$ cat src/hdl/wdfc_pkg.sv
// Shared types, constants and the CRC-32 byte update for the WLAN descrambler and FCS check.
// No dependencies; every other file in hdl/ imports this package.
`timescale 1ns / 1ps

package wdfc_pkg;

   localparam int unsigned LenWidth   = 12;
   localparam int unsigned SeedBits   = 7;
   localparam int unsigned ServBits   = 16;
   localparam int unsigned HdrWidth   = 5;
   localparam int unsigned QueueDepth = 4;
   localparam int unsigned QPtrWidth  = $clog2(QueueDepth);
   localparam int unsigned QCntWidth  = $clog2(QueueDepth + 1);

   localparam logic [LenWidth-1:0] LenReset   = 12'd4;
   localparam logic [31:0]         CrcInit    = 32'hFFFF_FFFF;
   localparam logic [31:0]         CrcPoly    = 32'hEDB8_8320;
   localparam logic [31:0]         CrcResidue = 32'd558161692;

   // One assembled PSDU byte on its way from the front to the back.
   typedef struct packed {
      logic [7:0] data_byte;
      logic       last_byte;
      logic       first_byte;
   } byte_item_type;

   // Push side of the byte queue.
   typedef struct packed {
      logic          valid;
      byte_item_type item;
   } q_push_type;

   // Pop side of the byte queue.
   typedef struct packed {
      logic          valid;
      byte_item_type item;
   } q_head_type;

   // Reflected CRC-32 update over one byte, least significant bit first.
   function automatic logic [31:0] crc_byte(input logic [31:0] crc, input logic [7:0] data);
      logic [31:0] c;
      c = crc ^ {24'd0, data};
      for (int k = 0; k < 8; k++) begin
         if (c[0]) begin
            c = (c >> 1) ^ CrcPoly;
         end else begin
            c = c >> 1;
         end
      end
      return c;
   endfunction

endpackage

$ cat src/hdl/wdfc_front.sv
// Front end: accepts scrambled bits, runs the descrambler and packs PSDU bytes.
// Depends on wdfc_pkg; pushes finished bytes into wdfc_queue.
`timescale 1ns / 1ps

module wdfc_front (
   input  logic                          clock,
   input  logic                          reset,
   input  logic                          req_valid,
   output logic                          req_ready,
   input  logic                          req_coded_bit,
   input  logic                          req_frame_start,
   input  logic [wdfc_pkg::LenWidth-1:0] psdu_length,
   input  logic                          q_full,
   output wdfc_pkg::q_push_type          q_push
);
   import wdfc_pkg::*;

   logic                active_ff, active_in;
   logic [HdrWidth-1:0] hdr_ff, hdr_in;
   logic [6:0]          scr_ff, scr_in;
   logic [2:0]          bitcnt_ff, bitcnt_in;
   logic [LenWidth-1:0] bytecnt_ff, bytecnt_in;
   logic [7:0]          shift_ff, shift_in;

   logic                accept;
   logic                active;
   logic [HdrWidth-1:0] hdr;
   logic [6:0]          scr;
   logic [2:0]          bitcnt;
   logic [LenWidth-1:0] bytecnt;
   logic                fb;
   logic                dbit;
   logic [LenWidth:0]   byte_index;
   logic                last;

   // A bit is taken whenever the queue has room for a possible byte.
   assign req_ready = !q_full;
   assign accept    = req_valid && req_ready;

   // Frame start restarts the counters for this very bit.
   always_comb begin
      active  = req_frame_start || active_ff;
      hdr     = req_frame_start ? '0 : hdr_ff;
      scr     = req_frame_start ? '0 : scr_ff;
      bitcnt  = req_frame_start ? '0 : bitcnt_ff;
      bytecnt = req_frame_start ? '0 : bytecnt_ff;
      fb      = scr[6] ^ scr[3];
      dbit    = fb ^ req_coded_bit;
      byte_index = {1'b0, bytecnt} + 1'b1;
      last    = byte_index >= {1'b0, psdu_length};
   end

   // Next state of the descrambler, header counter and byte packer.
   always_comb begin
      active_in  = active_ff;
      hdr_in     = hdr_ff;
      scr_in     = scr_ff;
      bitcnt_in  = bitcnt_ff;
      bytecnt_in = bytecnt_ff;
      shift_in   = shift_ff;
      q_push     = '0;
      if (accept && active) begin
         active_in  = 1'b1;
         hdr_in     = hdr;
         scr_in     = scr;
         bitcnt_in  = bitcnt;
         bytecnt_in = bytecnt;
         shift_in   = shift_ff;
         if (hdr < HdrWidth'(SeedBits)) begin
            // Seed bits load the LFSR, first bit in the top position.
            scr_in[3'(6) - hdr[2:0]] = req_coded_bit;
            hdr_in = hdr + 1'b1;
         end else begin
            scr_in = {scr[5:0], fb};
            if (hdr < HdrWidth'(ServBits)) begin
               hdr_in = hdr + 1'b1;
               if (hdr_in == HdrWidth'(ServBits) && psdu_length == '0) begin
                  active_in = 1'b0;
               end
            end else begin
               shift_in  = {dbit, shift_ff[7:1]};
               bitcnt_in = bitcnt + 1'b1;
               if (bitcnt == 3'd7) begin
                  q_push.valid           = 1'b1;
                  q_push.item.data_byte  = shift_in;
                  q_push.item.last_byte  = last;
                  q_push.item.first_byte = (bytecnt == '0);
                  bytecnt_in             = byte_index[LenWidth-1:0];
                  if (last) begin
                     active_in = 1'b0;
                  end
               end
            end
         end
      end
   end

   // Control state is reset; the byte shift register is payload.
   always_ff @(posedge clock) begin
      if (reset) begin
         active_ff  <= 1'b0;
         hdr_ff     <= '0;
         scr_ff     <= '0;
         bitcnt_ff  <= '0;
         bytecnt_ff <= '0;
      end else begin
         active_ff  <= active_in;
         hdr_ff     <= hdr_in;
         scr_ff     <= scr_in;
         bitcnt_ff  <= bitcnt_in;
         bytecnt_ff <= bytecnt_in;
      end
      shift_ff <= shift_in;
   end

endmodule

$ cat src/hdl/wdfc_queue.sv
// Short register queue of assembled bytes between the front and the back.
// Depends on wdfc_pkg for the item type and depth.
`timescale 1ns / 1ps

module wdfc_queue (
   input  logic                 clock,
   input  logic                 reset,
   input  wdfc_pkg::q_push_type q_push,
   output logic                 q_full,
   input  logic                 q_pop,
   output wdfc_pkg::q_head_type q_head
);
   import wdfc_pkg::*;

   byte_item_type        mem_ff [QueueDepth];
   logic [QPtrWidth-1:0] wr_ff, wr_in;
   logic [QPtrWidth-1:0] rd_ff, rd_in;
   logic [QCntWidth-1:0] cnt_ff, cnt_in;
   logic                 do_push;
   logic                 do_pop;

   assign q_full       = (cnt_ff == QCntWidth'(QueueDepth));
   assign q_head.valid = (cnt_ff != '0);
   assign q_head.item  = mem_ff[rd_ff];
   assign do_push      = q_push.valid;
   assign do_pop       = q_pop && q_head.valid;

   // Pointer and occupancy update.
   always_comb begin
      wr_in  = do_push ? wr_ff + 1'b1 : wr_ff;
      rd_in  = do_pop ? rd_ff + 1'b1 : rd_ff;
      cnt_in = cnt_ff + QCntWidth'(do_push) - QCntWidth'(do_pop);
   end

   always_ff @(posedge clock) begin
      if (reset) begin
         wr_ff  <= '0;
         rd_ff  <= '0;
         cnt_ff <= '0;
      end else begin
         wr_ff  <= wr_in;
         rd_ff  <= rd_in;
         cnt_ff <= cnt_in;
      end
   end

   // Storage write; entries are payload only.
   always_ff @(posedge clock) begin
      if (do_push) begin
         mem_ff[wr_ff] <= q_push.item;
      end
   end

   a_no_overflow : assert property (@(posedge clock) disable iff (reset)
      cnt_ff <= QCntWidth'(QueueDepth))
      else $error("byte queue occupancy beyond its depth");

   a_push_has_room : assert property (@(posedge clock) disable iff (reset)
      q_push.valid |-> !q_full)
      else $error("byte pushed into a full queue");

   a_count_tracks : assert property (@(posedge clock) disable iff (reset)
      (q_push.valid && !do_pop) |=> (cnt_ff == $past(cnt_ff) + 1'b1))
      else $error("byte queue count did not follow a push");

endmodule

$ cat src/hdl/wdfc_back.sv
// Back end: runs the CRC-32 over queued bytes and holds the result beat.
// Depends on wdfc_pkg for the CRC function and constants.
`timescale 1ns / 1ps

module wdfc_back (
   input  logic                 clock,
   input  logic                 reset,
   input  wdfc_pkg::q_head_type q_head,
   output logic                 q_pop,
   output logic                 rsp_valid,
   input  logic                 rsp_ready,
   output logic [7:0]           rsp_data_byte,
   output logic                 rsp_last_byte,
   output logic                 rsp_crc_good
);
   import wdfc_pkg::*;

   logic        valid_ff, valid_in;
   logic [31:0] crc_ff, crc_in;
   logic [7:0]  data_ff;
   logic        last_ff;
   logic        good_ff;
   logic [31:0] crc_base;
   logic        good_in;

   // Take a byte when the output register is empty or being drained.
   assign q_pop = q_head.valid && (!valid_ff || rsp_ready);

   // CRC restarts on the first byte of each frame.
   always_comb begin
      crc_base = q_head.item.first_byte ? CrcInit : crc_ff;
      crc_in   = q_pop ? crc_byte(crc_base, q_head.item.data_byte) : crc_ff;
      good_in  = q_head.item.last_byte && ((crc_in ^ CrcInit) == CrcResidue);
      valid_in = q_pop || (valid_ff && !rsp_ready);
   end

   always_ff @(posedge clock) begin
      if (reset) begin
         valid_ff <= 1'b0;
         crc_ff   <= CrcInit;
      end else begin
         valid_ff <= valid_in;
         crc_ff   <= crc_in;
      end
      if (q_pop) begin
         data_ff <= q_head.item.data_byte;
         last_ff <= q_head.item.last_byte;
         good_ff <= good_in;
      end
   end

   assign rsp_valid     = valid_ff;
   assign rsp_data_byte = data_ff;
   assign rsp_last_byte = last_ff;
   assign rsp_crc_good  = good_ff;

   a_good_only_last : assert property (@(posedge clock) disable iff (reset)
      (rsp_valid && rsp_crc_good) |-> rsp_last_byte)
      else $error("crc_good raised on a byte that is not the last");

   a_hold_when_stalled : assert property (@(posedge clock) disable iff (reset)
      (rsp_valid && !rsp_ready) |=> (rsp_valid && $stable(rsp_data_byte)))
      else $error("result beat changed while stalled");

endmodule

$ cat src/hdl/wlan_descrambler_fcs_check.sv
// Top level of the WLAN descrambler with CRC-32 frame check.
// Depends on wdfc_pkg, wdfc_front, wdfc_queue and wdfc_back.
//
//   Channel  Direction  Beat                          Handshake
//   req_     in         one scrambled bit + start     req_valid / req_ready
//   rsp_     out        PSDU byte + last, crc_good    rsp_valid / rsp_ready
//   csr_     in         psdu_length (12 bits)         csr_valid / csr_ready
//
// One bit is accepted per cycle while the byte queue is not full; a byte leaves the front every eighth payload bit.
// A byte passes through the four-entry byte queue and then the output register of the back before it reaches rsp_.
// req_ready drops only while the byte queue is full, i.e. rsp_ has stalled for long.
// Reset is synchronous and clears the frame state; psdu_length returns to 4.
// csr_ready is always high; the length is sampled by the front on every bit.
`timescale 1ns / 1ps

module wlan_descrambler_fcs_check (
   input  logic                          clock,
   input  logic                          reset,
   input  logic                          req_valid,
   output logic                          req_ready,
   input  logic                          req_coded_bit,
   input  logic                          req_frame_start,
   output logic                          rsp_valid,
   input  logic                          rsp_ready,
   output logic [7:0]                    rsp_data_byte,
   output logic                          rsp_last_byte,
   output logic                          rsp_crc_good,
   input  logic                          csr_valid,
   output logic                          csr_ready,
   input  logic [wdfc_pkg::LenWidth-1:0] csr_psdu_length
);
   import wdfc_pkg::*;

   logic [LenWidth-1:0] len_ff, len_in;
   q_push_type          q_push;
   q_head_type          q_head;
   logic                q_full;
   logic                q_pop;

   // Length register write.
   assign csr_ready = 1'b1;
   assign len_in    = (csr_valid && csr_ready) ? csr_psdu_length : len_ff;

   always_ff @(posedge clock) begin
      if (reset) begin
         len_ff <= LenReset;
      end else begin
         len_ff <= len_in;
      end
   end

   wdfc_front u_front (
      .clock           (clock),
      .reset           (reset),
      .req_valid       (req_valid),
      .req_ready       (req_ready),
      .req_coded_bit   (req_coded_bit),
      .req_frame_start (req_frame_start),
      .psdu_length     (len_ff),
      .q_full          (q_full),
      .q_push          (q_push)
   );

   wdfc_queue u_queue (
      .clock  (clock),
      .reset  (reset),
      .q_push (q_push),
      .q_full (q_full),
      .q_pop  (q_pop),
      .q_head (q_head)
   );

   wdfc_back u_back (
      .clock         (clock),
      .reset         (reset),
      .q_head        (q_head),
      .q_pop         (q_pop),
      .rsp_valid     (rsp_valid),
      .rsp_ready     (rsp_ready),
      .rsp_data_byte (rsp_data_byte),
      .rsp_last_byte (rsp_last_byte),
      .rsp_crc_good  (rsp_crc_good)
   );

endmodule
$ cat config.mk
export PLATFORM = sky130hd
export DESIGN_NAME = wlan_descrambler_fcs_check
export DESIGN_NICKNAME = d
export VERILOG_FILES = /design/src/hdl/wdfc_pkg.sv /design/src/hdl/wdfc_front.sv /design/src/hdl/wdfc_queue.sv /design/src/hdl/wdfc_back.sv /design/src/hdl/wlan_descrambler_fcs_check.sv
export SDC_FILE = /design/constraint.sdc
export NUM_CORES = 1
export LEC_CHECK = 0
export ABC_AREA = 1
export BUFFER_PORTS_ARGS = -buffer_cell sky130_fd_sc_hd__buf_2
export CORE_ASPECT_RATIO = 1.4
export CORE_MARGIN = 8
export CORE_UTILIZATION = 45
export DETAILED_ROUTE_END_ITERATION = 10
export GPL_ROUTABILITY_DRIVEN = 0
export HOLD_SLACK_MARGIN = 0.15
export PLACE_DENSITY = 0.72
export SYNTH_ARGS = -nofsm -noshare
export SYNTH_HDL_FRONTEND = slang
export SYNTH_SLANG_ARGS = --single-unit
$ cat constraint.sdc
create_clock -name clock -period 8.9 [get_ports clock]
set_clock_uncertainty 0.2 [all_clocks]
set_input_delay 0 -clock clock [delete_from_list [all_inputs] [get_ports clock]]
set_output_delay 0 -clock clock [all_outputs]
set_load 0.05 [all_outputs]
# After elaboration in Yosys (flattened, before gate mapping)
# Memories as Yosys holds them, arrays and structs flattened. A register that Yosys moved wholly into a read port is not among the register bits.
# Index checks and enable logic that the tools add are counted.
# op_classes
n_addsub,8
multipliers,0
div_mod_pow,0
n_lt_le_gt_ge,5
eq_ne,4
n_shift,0
n_mux,38
bitwise_logic,14
n_reduce_logical,18
# op_table
operator,n
32-bit 2-to-1 mux,10
13-bit NOT with 14-bit output,8
12-bit 2-to-1 mux,4
11-bit 2-to-1 mux,4
"32-bit by 30-bit == test with 1-bit output, second input constant",1
32-bit NOT,1
32-bit by 8-bit bitwise XOR with 32-bit output,1
12-bit zero test,2
5-bit 2-to-1 mux,3
7-bit 2-to-1 mux,2
"12-bit by 1-bit adder with 13-bit output, second input constant",1
13-bit by 12-bit greater-or-equal comparator with 1-bit output,1
3-bit 2-to-1 mux,3
1-bit logical AND,8
1-bit 2-to-1 mux,8
7-bit bitwise mux,1
"3-bit == test, second input constant",2
"5-bit by 1-bit adder with 5-bit output, second input constant",1
"5-bit == test, second input constant",1
"5-bit by 3-bit < comparator with 1-bit output, second input constant",1
"5-bit < comparator, second input constant",1
"2-bit by 1-bit adder with 2-bit output, second input constant",2
"3-bit by 4-bit < comparator with 1-bit output, second input constant",1
2-bit 2-to-1 mux,2
other kinds (12),18
# word_totals
regBits,98
latch_bits,0
ram_bits,40
rom_bits,0
mem_count,1
# mem_list
memory,words,word_bits,rd,rd_clocked_by_memory_dff,wr,line_no,rtl
u_queue.mem_ff,4,10,1,1,1,wdfc_queue.sv:15,byte_item_type mem_ff [QueueDepth];

# Depth between registers and ports, before layout
# Gate-level depths: netlist of run 1.
# depth
ltp_word,22
mapped_depth,22
mapped_depth_nobuf,21

# Modules after synthesis
# A second synthesis of run 1 with hierarchy kept.
# unflattened
hier_cells,1179
area_unflattened_um2,8525.7
# by_module_without_submodules
module,instances,cells_each,area_per_inst_um2
wdfc_back,1,549,3338.2
wdfc_front,1,394,2716.4
wdfc_queue,1,159,1965.6
wlan_descrambler_fcs_check,1,77,505.5

# Worst setup path after synthesis of run 1
# OpenSTA, ideal clock, no wires.
# synth_path
path_type,register -> register
startpoint,"register u_back.valid_ff, in the netlist u_back.rsp_valid"
endpoint,register u_queue.cnt_ff[2]
setup_time_ps,70
arrival_ps,2621
required_ps,8630
slack_ps,6010
path_stages_with_launch,14
n_path_buf,2
synth_period_minus_slack_ps,2890
path_cell_list,dfxtp_1 inv_1 nor2_1 nor2_1 clkbuf_1 buf_2 ha_1 inv_1 ha_1 inv_1 fa_1 inv_1 o21ai_0 a21oi_1
# synth_between
elab_chain_cells,5
# synth_lines
element,line_no,rtl
start: declaration,wdfc_back.sv:18,"logic valid_ff, valid_in;"
start signal: assignment,wdfc_back.sv:42,valid_ff <= valid_in;
1-bit zero test,wdfc_back.sv:27,assign q_pop = q_head.valid && (!valid_ff || rsp_ready);
1-bit logical OR,wdfc_back.sv:27,
1-bit logical AND,wdfc_back.sv:27,
net q_pop,wlan_descrambler_fcs_check.sv:38,logic q_pop;
1-bit logical AND,wdfc_queue.sv:26,assign do_pop = q_pop && q_head.valid;
3-bit by 1-bit subtractor with 3-bit output,wdfc_queue.sv:32,cnt_in = cnt_ff + QCntWidth'(do_push) - QCntWidth'(do_pop);
end signal: assignment,wdfc_queue.sv:43,cnt_ff <= cnt_in;
end: declaration,wdfc_queue.sv:18,"logic [QCntWidth-1:0] cnt_ff, cnt_in;"
# The timed path passes the listed nets, and every way through them passes these cells.
# A chain may end at the register's enable or synchronous reset.

==> impl_metrics.env, run 1 <==
export IMPL_grt_pass1_wl_um=35860
export IMPL_ios=32
export IMPL_rsz0062_at_grt="false"
export IMPL_seqPwrFrac_pct=23.0
export IMPL_status="finished, final reports clean"
export IMPL_die_y_um=179.1
export IMPL_drt_first_pass_iters=5
export IMPL_synth_most_common_cell="nand2_1"
export IMPL_startpoint="req_frame_start"
export IMPL_endpoint="u_queue.mem_ff[1][1]"
export IMPL_overflow=0
export IMPL_cts_max_level=4
export IMPL_cts_sinks=139
export IMPL_p_total_w=0.003598
export IMPL_required_ns=8.86
export IMPL_ys_seq_area_share_pct=39.22
export IMPL_synth_warnings=0
export IMPL_hold_ws_ns=0.1890
export IMPL_grt_max_degree=56
export IMPL_viasPerCell=5.124
export IMPL_synth_edf_count=57
export IMPL_min_path_type="in -> reg"
export IMPL_internal_power_w=0.001780
export IMPL_nets=1335
export IMPL_fin_ws_ns=5.281
export IMPL_leakage_nw=4.548
export IMPL_cts_resized=0
export IMPL_fp_coreArea_um2=18600
export IMPL_syn_avg_cell_area_um2=6.928
export IMPL_rr_worst_depth=21
export IMPL_synth_area_leaders="edfxtp_1 20%, dfxtp_1 19%, nand2_1 19%"
export IMPL_initial_core_util_pct=45.96
export IMPL_drive_gt1_share_pct=10.36
export IMPL_antenna_cells=0
export IMPL_p_clk_share_pct=18.4
export IMPL_synthTopCellsByCount="429 x nand2_1, 147 x inv_1, 111 x nor2_1"
export IMPL_setup_viol=0
export IMPL_rows=59
export IMPL_comb_power_share_pct=58.6
export IMPL_synth_area_leader_cell="edfxtp_1"
export IMPL_num_vias=7927
export IMPL_dp_cells=1469
export IMPL_crit_fanout=19
export IMPL_track_usage_pct=18.67
export IMPL_netlist_area_um2=8549
export IMPL_arrival_ns=3.58
export IMPL_regToRegSetupSlack_ns=5.31
export IMPL_drt_iter0_markers=635
export IMPL_cp_end_kind="register"
export IMPL_synth_seq_cells=139
export IMPL_drc=0
export IMPL_numCtsBuffers=17
export IMPL_drv_cap=0
export IMPL_die_x_um=132.5
export IMPL_syn_inst=1234
export IMPL_sw_frac_of_total_pct=50.52
export IMPL_cts_tree="built"
export IMPL_grt_pass1_vias=7694
export IMPL_hpwlAfterDp_um=15320
export IMPL_post_route_min_period_ns=3.619
export IMPL_hold_violations=0
export IMPL_max_slew_margin_pct=39.74
export IMPL_clkTransAtPathRegs_ns=0.06
export IMPL_slew_violations=0
export IMPL_clk_path_buf_depth=2
export IMPL_startpoint_type="primary input"
export IMPL_worstMarginPinSlew_ns=0.9006
export IMPL_synth_cell_type_count=43
export IMPL_ir_drop_uv=178.8
export IMPL_die_area_um2=23730
export IMPL_synthFlopType="dfxtp_1"
export IMPL_timing_fmax_mhz=276.3
export IMPL_totalWireLength_um=21630
export IMPL_timing_rr_end="u_back.rsp_crc_good"
export IMPL_fill_cells=1785
export IMPL_wire_per_inst_um=13.98
export IMPL_final_antenna_net_count=0
export IMPL_ys_async_sr_fraction_pct=0
export IMPL_p_per_area_nw_per_um2=368.1
export IMPL_synth_fp_nets=1279
export IMPL_fin_cells=1547
export IMPL_synth_top_area_share_pct=20.02
export IMPL_critPathKind="in -> reg"
export IMPL_switchingPower_w=0.001818
export IMPL_port_buffers=30
export IMPL_syn2layout_area_growth_pct=14.34
export IMPL_antenna_found_initial=0
export IMPL_final_period_utilization_pct=40.66
export IMPL_finalSetupTns_ns=0
export IMPL_clkLatencyLatePin_ns=0.42
export IMPL_cts_root_buf="clkbuf_16"
export IMPL_pre_cts_ws_ns=5.358
metrics by stage:
step / instance area, um2 / util, %
after floorplan: 8549 / -
after global placement: 8767 / 47.13
after detailed placement: 8767 / 47.13
after CTS: 9776 / 52.55
after global routing: 9776 / 52.55
final: 9776 / 52.55
power by group through the flow:
| stage | sequential (W) | combinational, W | clock (W) |
|---|---|---|---|
| 2_1_floorplan | 0.000914 | 0.00158 | 0 |
| 3_3_place_gp | 0.000837 | 0.00203 | 0 |
| 3_5_place_dp | 0.000839 | 0.00206 | 0 |
| 4_1_cts | 0.000826 | 0.00209 | 0.000676 |
| 5_1_grt | 0.000839 | 0.00236 | 0.000700 |
| 6_report | 0.000827 | 0.00211 | 0.000663 |
repair_timing:
action                                  CTS  global route
endpoints found under the setup margin    0             0
buffers inserted                          0             0
hold endpoints to repair                 46             0
hold buffers                             46             0
layout by cell type, fill, tap and decap left out, types with 3 or more instances in the layout:
cell	n
nor3_1	12
a21oi_1	51
edfxtp_1	57
o21ai_0	37
nor2_1	110
dlygate4sd3_1	46
xor2_1	11
inv_2	6
inv_1	147
buf_4	5
or2_2	10
buf_2	30
clkbuf_16	19
nand3_1	99
nand3_2	8
dfxtp_1	82
a221oi_1	3
nand3b_1	5
o211ai_1	5
nand2_1	429
nand4_1	12
clkbuf_1	7
nand2_4	7
a31oi_1	7
nand2_2	39
ha_1	25
nor4_1	3
xnor2_1	4
per-layer routing:
metal	track usage (%)	share of wire, %	wire, um	vias to the layer above
li1	-	-	-	4044
met5	0	0	0	-
met3	3.505	3.5	757	76
met1	18.19	39	8509	3597
met2	35.21	52	11230	210
met4	12.81	5.2	1134	0
state kept, by name, indices dropped and copies added (netlist names), named ones only:
signal	flops
u_front.hdr_ff	5
u_front.bytecnt_ff	12
u_back.rsp_valid	1
u_queue.rd_ff	2
len_ff	12
u_queue.mem_ff	40
u_queue.wr_ff	2
u_front.active_ff	1
u_back.rsp_crc_good	1
u_queue.cnt_ff	3
u_back.rsp_data_byte	8
u_front.shift_ff	7
u_front.bitcnt_ff	3
u_front.scr_ff	7
u_back.rsp_last_byte	1
u_back.crc_ff	32
cell type report:
cell class	count	area, um2	share of cell area [%]
Tap cell	244	305.3	3.123
Sequential cell	139	3353	34.30
Multi-Input combinational cell	897	4343	44.43
Clock inverter	5	32.53	0.3328
Clock buffer	27	515.5	5.273
Timing Repair Buffer	81	648.1	6.630
Inverter	154	578.1	5.913
cells by family (layout without fill, tap and decap cells):
| group | Yosys count | in the layout | synth area share [%] |
|---|---|---|---|
| simple gates | 739 | 739 | 37.52 |
| buf+inv | 198 | 267 | 10.11 |
| flops | 139 | 139 | 39.22 |
| compound gates | 115 | 115 | 7.478 |
| fa+ha+maj | 26 | 26 | 3.893 |
| xor+xnor | 16 | 16 | 1.727 |
| other cells | 1 | 1 | 0.04386 |
how the worst min path moves through the flow:
| stage | startpoint | to | slack (ns) | depth (start not counted) |
|---|---|---|---|---|
| finish | rsp_ready | u_back.rsp_valid | 0.19 | 5 |
| global placement | csr_psdu_length[2] | len_ff[2] | 0.02 | 3 |
| detailed placement | csr_psdu_length[2] | len_ff[2] | 0.03 | 3 |
| CTS | rsp_ready | u_back.rsp_valid | 0.17 | 5 |
| global route | rsp_ready | u_back.rsp_valid | 0.21 | 5 |
| floorplan | csr_valid | len_ff[2] | -0.09 | 1 |
critical path, stage by stage:
cell	delay (ns)
dlygate4sd3_1	0.53
buf_2	0.26
inv_2	0.30
nand2_1	0.13
inv_1	0.12
nand2_1	0.08
nor2_1	0.23
inv_1	0.12
nor2_1	0.11
inv_1	0.09
nor2_1	0.23
nand3_1	0.13
xor2_1	0.21
ha_1	0.30
a21oi_1	0.16
o211ai_1	0.10
a21oi_1	0.12
nand3_1	0.16
nand2_1	0.11
inv_1	0.08
Note: power is estimated with default switching activity, not from simulation.
==> run 2, diff against run 1 <==
Settings changed: PLACE_DENSITY 0.72 to 0.74.
Clock period 8.9 ns to 3 ns, I/O delays scaled along.
==> impl_metrics.env, run 2 (synthesis results as in run 1) <==
export IMPL_grt_max_degree=48
export IMPL_rows=59
export IMPL_die_x_um=132.5
export IMPL_final_common_cell="nand2_1"
export IMPL_initial_core_util_pct=45.96
export IMPL_drt_first_pass_iters=7
export IMPL_cts_sinks=139
export IMPL_critPathKind="reg -> reg"
export IMPL_clk_path_buf_depth=2
export IMPL_arrival_ns=2.91
export IMPL_endpoint="u_queue.mem_ff[1][1]"
export IMPL_cp_end_kind="register"
export IMPL_startpoint_type="register"
export IMPL_syn2layout_area_growth_pct=20.34
export IMPL_ir_drop_uv=521.2
export IMPL_crit_family="simple AND/OR/NAND/NOR gates"
export IMPL_track_usage_pct=19.10
export IMPL_viasPerCell=5.134
export IMPL_antenna_cells=0
export IMPL_cts_max_level=4
export IMPL_num_vias=8148
export IMPL_regToRegSetupSlack_ns=0.08
export IMPL_cp_slowest_cell="ha_1"
export IMPL_die_area_um2=23730
export IMPL_fill_cells=1704
export IMPL_min_path_type="in -> reg"
export IMPL_drc=0
export IMPL_hpwlAfterDp_um=15510
export IMPL_overflow=0
export IMPL_rr_startpoint="u_front.bytecnt_ff[1]"
export IMPL_slowest_delay_ns=0.34
export IMPL_die_y_um=179.1
export IMPL_antenna_found_initial=0
export IMPL_hold_violations=0
export IMPL_p_clk_share_pct=18.3
export IMPL_worstMarginPinSlew_ns=1.006
export IMPL_cts_root_buf="clkbuf_16"
export IMPL_grt_pass1_wl_um=36540
export IMPL_nets=1375
export IMPL_final_util_pct=55.31
export IMPL_mostFrequentLayoutCells="422 x nand2_1, 142 x inv_1, 101 x nor2_1"
export IMPL_timing_rr_end="u_queue.mem_ff[1][1]"
export IMPL_internal_power_w=0.005622
export IMPL_path_buf_inv=4
export IMPL_sw_frac_of_total_pct=50.22
export IMPL_ios=32
export IMPL_setup_viol=0
export IMPL_switchingPower_w=0.005673
export IMPL_final_period_utilization_pct=97.50
export IMPL_max_slew_margin_pct=32.70
export IMPL_p_total_w=0.01129
export IMPL_wire_per_inst_um=14.28
export IMPL_seqPwrFrac_pct=21.8
export IMPL_totalWireLength_um=22670
export IMPL_fp_coreArea_um2=18600
export IMPL_top_register="u_queue.mem_ff"
export IMPL_drv_cap=0
export IMPL_clkLatencyLatePin_ns=0.43
export IMPL_drt_iter0_markers=655
export IMPL_hold_ws_ns=0.1757
export IMPL_design_area_um2=10290
export IMPL_rsz0062_at_grt="true"
export IMPL_status="finished, final reports clean"
export IMPL_port_buffers=30
export IMPL_comb_power_share_pct=59.9
export IMPL_leakage_nw=4.790
export IMPL_critPathMostFrequentCell="inv_2"
export IMPL_crit_chain="inv_2 > nor2_2 > ha_2 > nand2_2 > nor2_4 > inv_2 > nor2_2 > inv_2 > nor2_4 > nand3_2 > xor2_2 > ha_1 > a21oi_1 > o211ai_1 > a21oi_1 > nand3_1 > nand2_1 > inv_2"
export IMPL_drive_gt1_share_pct=15.64
export IMPL_p_per_area_nw_per_um2=1098
export IMPL_worst_path_stages=18
export IMPL_startpoint="u_front.bytecnt_ff[1]"
export IMPL_place_area_um2=9032
export IMPL_clkTransAtPathRegs_ns=0.06
export IMPL_rr_worst_depth=18
export IMPL_largest_reg_flops=40
export IMPL_required_ns=2.98
export IMPL_post_route_min_period_ns=2.925
export IMPL_fin_ws_ns=0.07505
export IMPL_slew_violations=0
export IMPL_grt_pass1_vias=7881
export IMPL_numCtsBuffers=17
export IMPL_cts_tree="built"
export IMPL_reg_largest_list="u_queue.mem_ff x40, u_back.crc_ff x32"
export IMPL_crit_fanout=4
export IMPL_final_antenna_net_count=0
export IMPL_pre_cts_ws_ns=0.06213
export IMPL_timing_fmax_mhz=341.9
run 2: repair_timing:
action                                  4_1_cts  5_1_grt
buffers inserted                              0        5
gates resized for setup                       0       41
endpoints found under the setup margin        0        7
hold buffers                                 46        0
hold endpoints to repair                     56        0
run 2: layout make-up:
type                            count  area, um2  share of cell area [%]
Sequential cell                   139       3359                   32.65
Timing Repair Buffer              119      983.4                   9.559
Tap cell                          244      305.3                   2.967
Clock inverter                     15      155.1                   1.508
Multi-Input combinational cell    899       4479                   43.54
Clock buffer                       17      425.4                   4.135
Inverter                          154      580.6                   5.643
run 2: per-stage QoR:
| stage | TNS, ns | cells |
|---|---|---|
| after floorplan | 0 | 1234 |
| after global placement | 0 | 1501 |
| after detailed placement | 0 | 1501 |
| after CTS | 0 | 1579 |
| after global routing | -0.3511 | 1587 |
| final | 0 | 1587 |
run 2: how the worst min path moves through the flow:
stage	start	endpoint	slack, ns	cells after the start
4_1_cts	rsp_ready	u_back.rsp_valid	0.17	5
6_report	rsp_ready	u_back.rsp_valid	0.18	5
2_1_floorplan	csr_valid	len_ff[2]	-0.09	1
5_1_grt	rsp_ready	u_back.rsp_valid	0.19	5
3_3_place_gp	csr_psdu_length[2]	len_ff[2]	0.02	3
3_5_place_dp	csr_psdu_length[2]	len_ff[2]	0.03	3
run 2: routing by layer:
metal,vias to the layer above,part of all wire [%],track usage (%)
met5,-,0,0
met1,3642,36,18.09
met2,267,53,35.93
met3,110,4.5,4.234
met4,0,6.4,13.67
li1,4129,-,-
run 2: tightest hold or removal path, cell delays in order:
cell	delay, ns
dlygate4sd3_1	0.52
buf_2	0.10
o21ai_0	0.06
nand2_1	0.05
inv_1	0.03
run 2: power groups by stage:
stage / combinational (W) / sequential (W) / clock [W]
after CTS: 0.00640 / 0.00245 / 0.00211
after global placement: 0.00621 / 0.00248 / 0
final: 0.00676 / 0.00247 / 0.00207
after global routing: 0.00748 / 0.00250 / 0.00220
after detailed placement: 0.00632 / 0.00249 / 0
after floorplan: 0.00464 / 0.00271 / 0
==> run 3, diff against run 2 <==
Settings changed: CELL_PAD_IN_SITES_DETAIL_PLACEMENT from default to 0, CELL_PAD_IN_SITES_GLOBAL_PLACEMENT from default to 1, CORE_UTILIZATION 45 to 41, PLACE_DENSITY 0.74 to 0.87.
==> impl_metrics.env, run 3 (synthesis results as in run 1) <==
export IMPL_setup_viol=0
export IMPL_ir_drop_uv=504.9
export IMPL_ios=32
export IMPL_port_buffers=30
export IMPL_min_path_type="in -> reg"
export IMPL_fin_ws_ns=0.09497
export IMPL_syn2layout_area_growth_pct=21.97
export IMPL_fp_coreArea_um2=20480
export IMPL_status="finished, final reports clean"
export IMPL_rows=62
export IMPL_largest_reg_flops=40
export IMPL_top_register="u_queue.mem_ff"
export IMPL_die_y_um=186.9
export IMPL_final_period_utilization_pct=96.83
export IMPL_slew_violations=0
export IMPL_arrival_ns=2.99
export IMPL_die_area_um2=25800
export IMPL_worstMarginPinSlew_ns=0.6833
export IMPL_hold_violations=0
export IMPL_wire_per_inst_um=14.53
export IMPL_leakage_nw=4.853
export IMPL_startpoint_type="primary input"
export IMPL_clkTransAtPathRegs_ns=0.06
export IMPL_viasPerCell=4.993
export IMPL_final_antenna_net_count=0
export IMPL_final_util_pct=50.92
export IMPL_clkLatencyLatePin_ns=0.43
export IMPL_cts_tree="built"
export IMPL_overflow=0
export IMPL_critPathKind="in -> reg"
export IMPL_antenna_cells=0
export IMPL_cts_root_buf="clkbuf_16"
export IMPL_seq_area_um2=3361
export IMPL_max_slew_margin_pct=54.28
export IMPL_antenna_found_initial=0
export IMPL_cp_end_kind="register"
export IMPL_numCtsBuffers=17
export IMPL_mostFrequentLayoutCells="420 x nand2_1, 141 x inv_1, 100 x nor2_1"
export IMPL_die_x_um=138.0
export IMPL_p_per_area_nw_per_um2=1098
export IMPL_reg_largest_list="u_queue.mem_ff x40, u_back.crc_ff x32"
export IMPL_grt_pass1_wl_um=37250
export IMPL_clk_path_buf_depth=2
export IMPL_fill_cells=2014
export IMPL_timing_fmax_mhz=344.2
export IMPL_hpwlAfterDp_um=16620
export IMPL_drt_first_pass_iters=5
export IMPL_final_common_cell="nand2_1"
export IMPL_grt_pass1_vias=7643
export IMPL_track_usage_pct=17.71
export IMPL_nets=1383
export IMPL_drive_gt1_share_pct=16.80
export IMPL_crit_fanout=13
export IMPL_cts_sinks=139
export IMPL_drc=0
export IMPL_cts_max_level=4
export IMPL_pre_cts_ws_ns=0.07287
export IMPL_post_route_min_period_ns=2.905
export IMPL_totalWireLength_um=23350
export IMPL_multiInputGateArea_um2=4529
export IMPL_num_vias=8024
export IMPL_grt_max_degree=56
export IMPL_initial_core_util_pct=41.75
export IMPL_drt_iter0_markers=456
export IMPL_required_ns=3.09
export IMPL_drv_cap=0
export IMPL_hold_ws_ns=0.1841
-- run 3: cell types whose count changed in the layout (fill, tap and decap cells not counted), moves of 3 or more --
cell     previous run  this run
nand2_4            12         9
buf_4              38        46
buf_12              2         5
nand2_2            42        46
-- run 3: report_power, final --
group | internal (W) | switching [W]
Combinational | 0.00226 | 0.00467
Sequential | 0.00231 | 0.000161
Clock | 0.00116 | 0.000885
-- run 3: path summary, 6_finish.rpt --
kind                       endpoint  depth (start not counted)                  start  slack (ns)
hold / removal     u_back.rsp_valid                          5              rsp_ready        0.18
setup / recovery  u_front.active_ff                         18        req_frame_start        0.09
setup reg to reg  u_front.active_ff                         19  u_front.bytecnt_ff[1]        0.11
hold reg to reg            register                          2       u_queue.rd_ff[1]        0.26
-- run 3: timing repair --
| action | CTS | global route |
|---|---|---|
| buffers inserted | 0 | 10 |
| setup endpoints to repair | 0 | 7 |
| hold buffers | 45 | 0 |
| gates resized for setup | 0 | 53 |
| hold endpoints to repair | 64 | 0 |
-- run 3: routing by layer --
metal / part of all wire (%) / vias to the layer above / GRT usage, %
met1: 38 / 3653 / 17.82
met3: 3.2 / 52 / 2.922
met5: 0 / - / 0
met4: 3.7 / 0 / 8.553
met2: 56 / 170 / 34.20
li1: - / 4149 / -
-- run 3: area by class of cell --
type / instances / area share, %
Tap cell: 256 / 3.072
Inverter: 154 / 5.604
Multi-Input combinational cell: 898 / 43.44
Clock buffer: 19 / 4.152
Sequential cell: 139 / 32.23
Clock inverter: 13 / 1.260
Timing Repair Buffer: 128 / 10.25
-- run 3: worst max-delay path, cell delays in order --
cell and delay, ns:
dlygate4sd3_1 0.53, buf_2 0.22, inv_2 0.10, buf_6 0.18, nand2_2 0.12, nor2_1 0.10
inv_1 0.09, nor2_2 0.18, nand4_1 0.16, xnor2_2 0.19, ha_1 0.33, nand4_1 0.18
nor3_2 0.19, nand2_1 0.08, nand3_1 0.12, nand2_1 0.09, nand2_1 0.07, a21oi_1 0.06
-- run 3: through the flow --
step           area, um2  std cells  TNS, ns  power (W)
2_1_floorplan       8549       1234        0   0.007350
3_3_place_gp        9130       1519        0   0.009114
3_5_place_dp        9130       1519        0   0.009145
4_1_cts            10140       1596        0    0.01127
5_1_grt            10430       1607  -0.2250    0.01243
6_report           10430       1607        0    0.01145
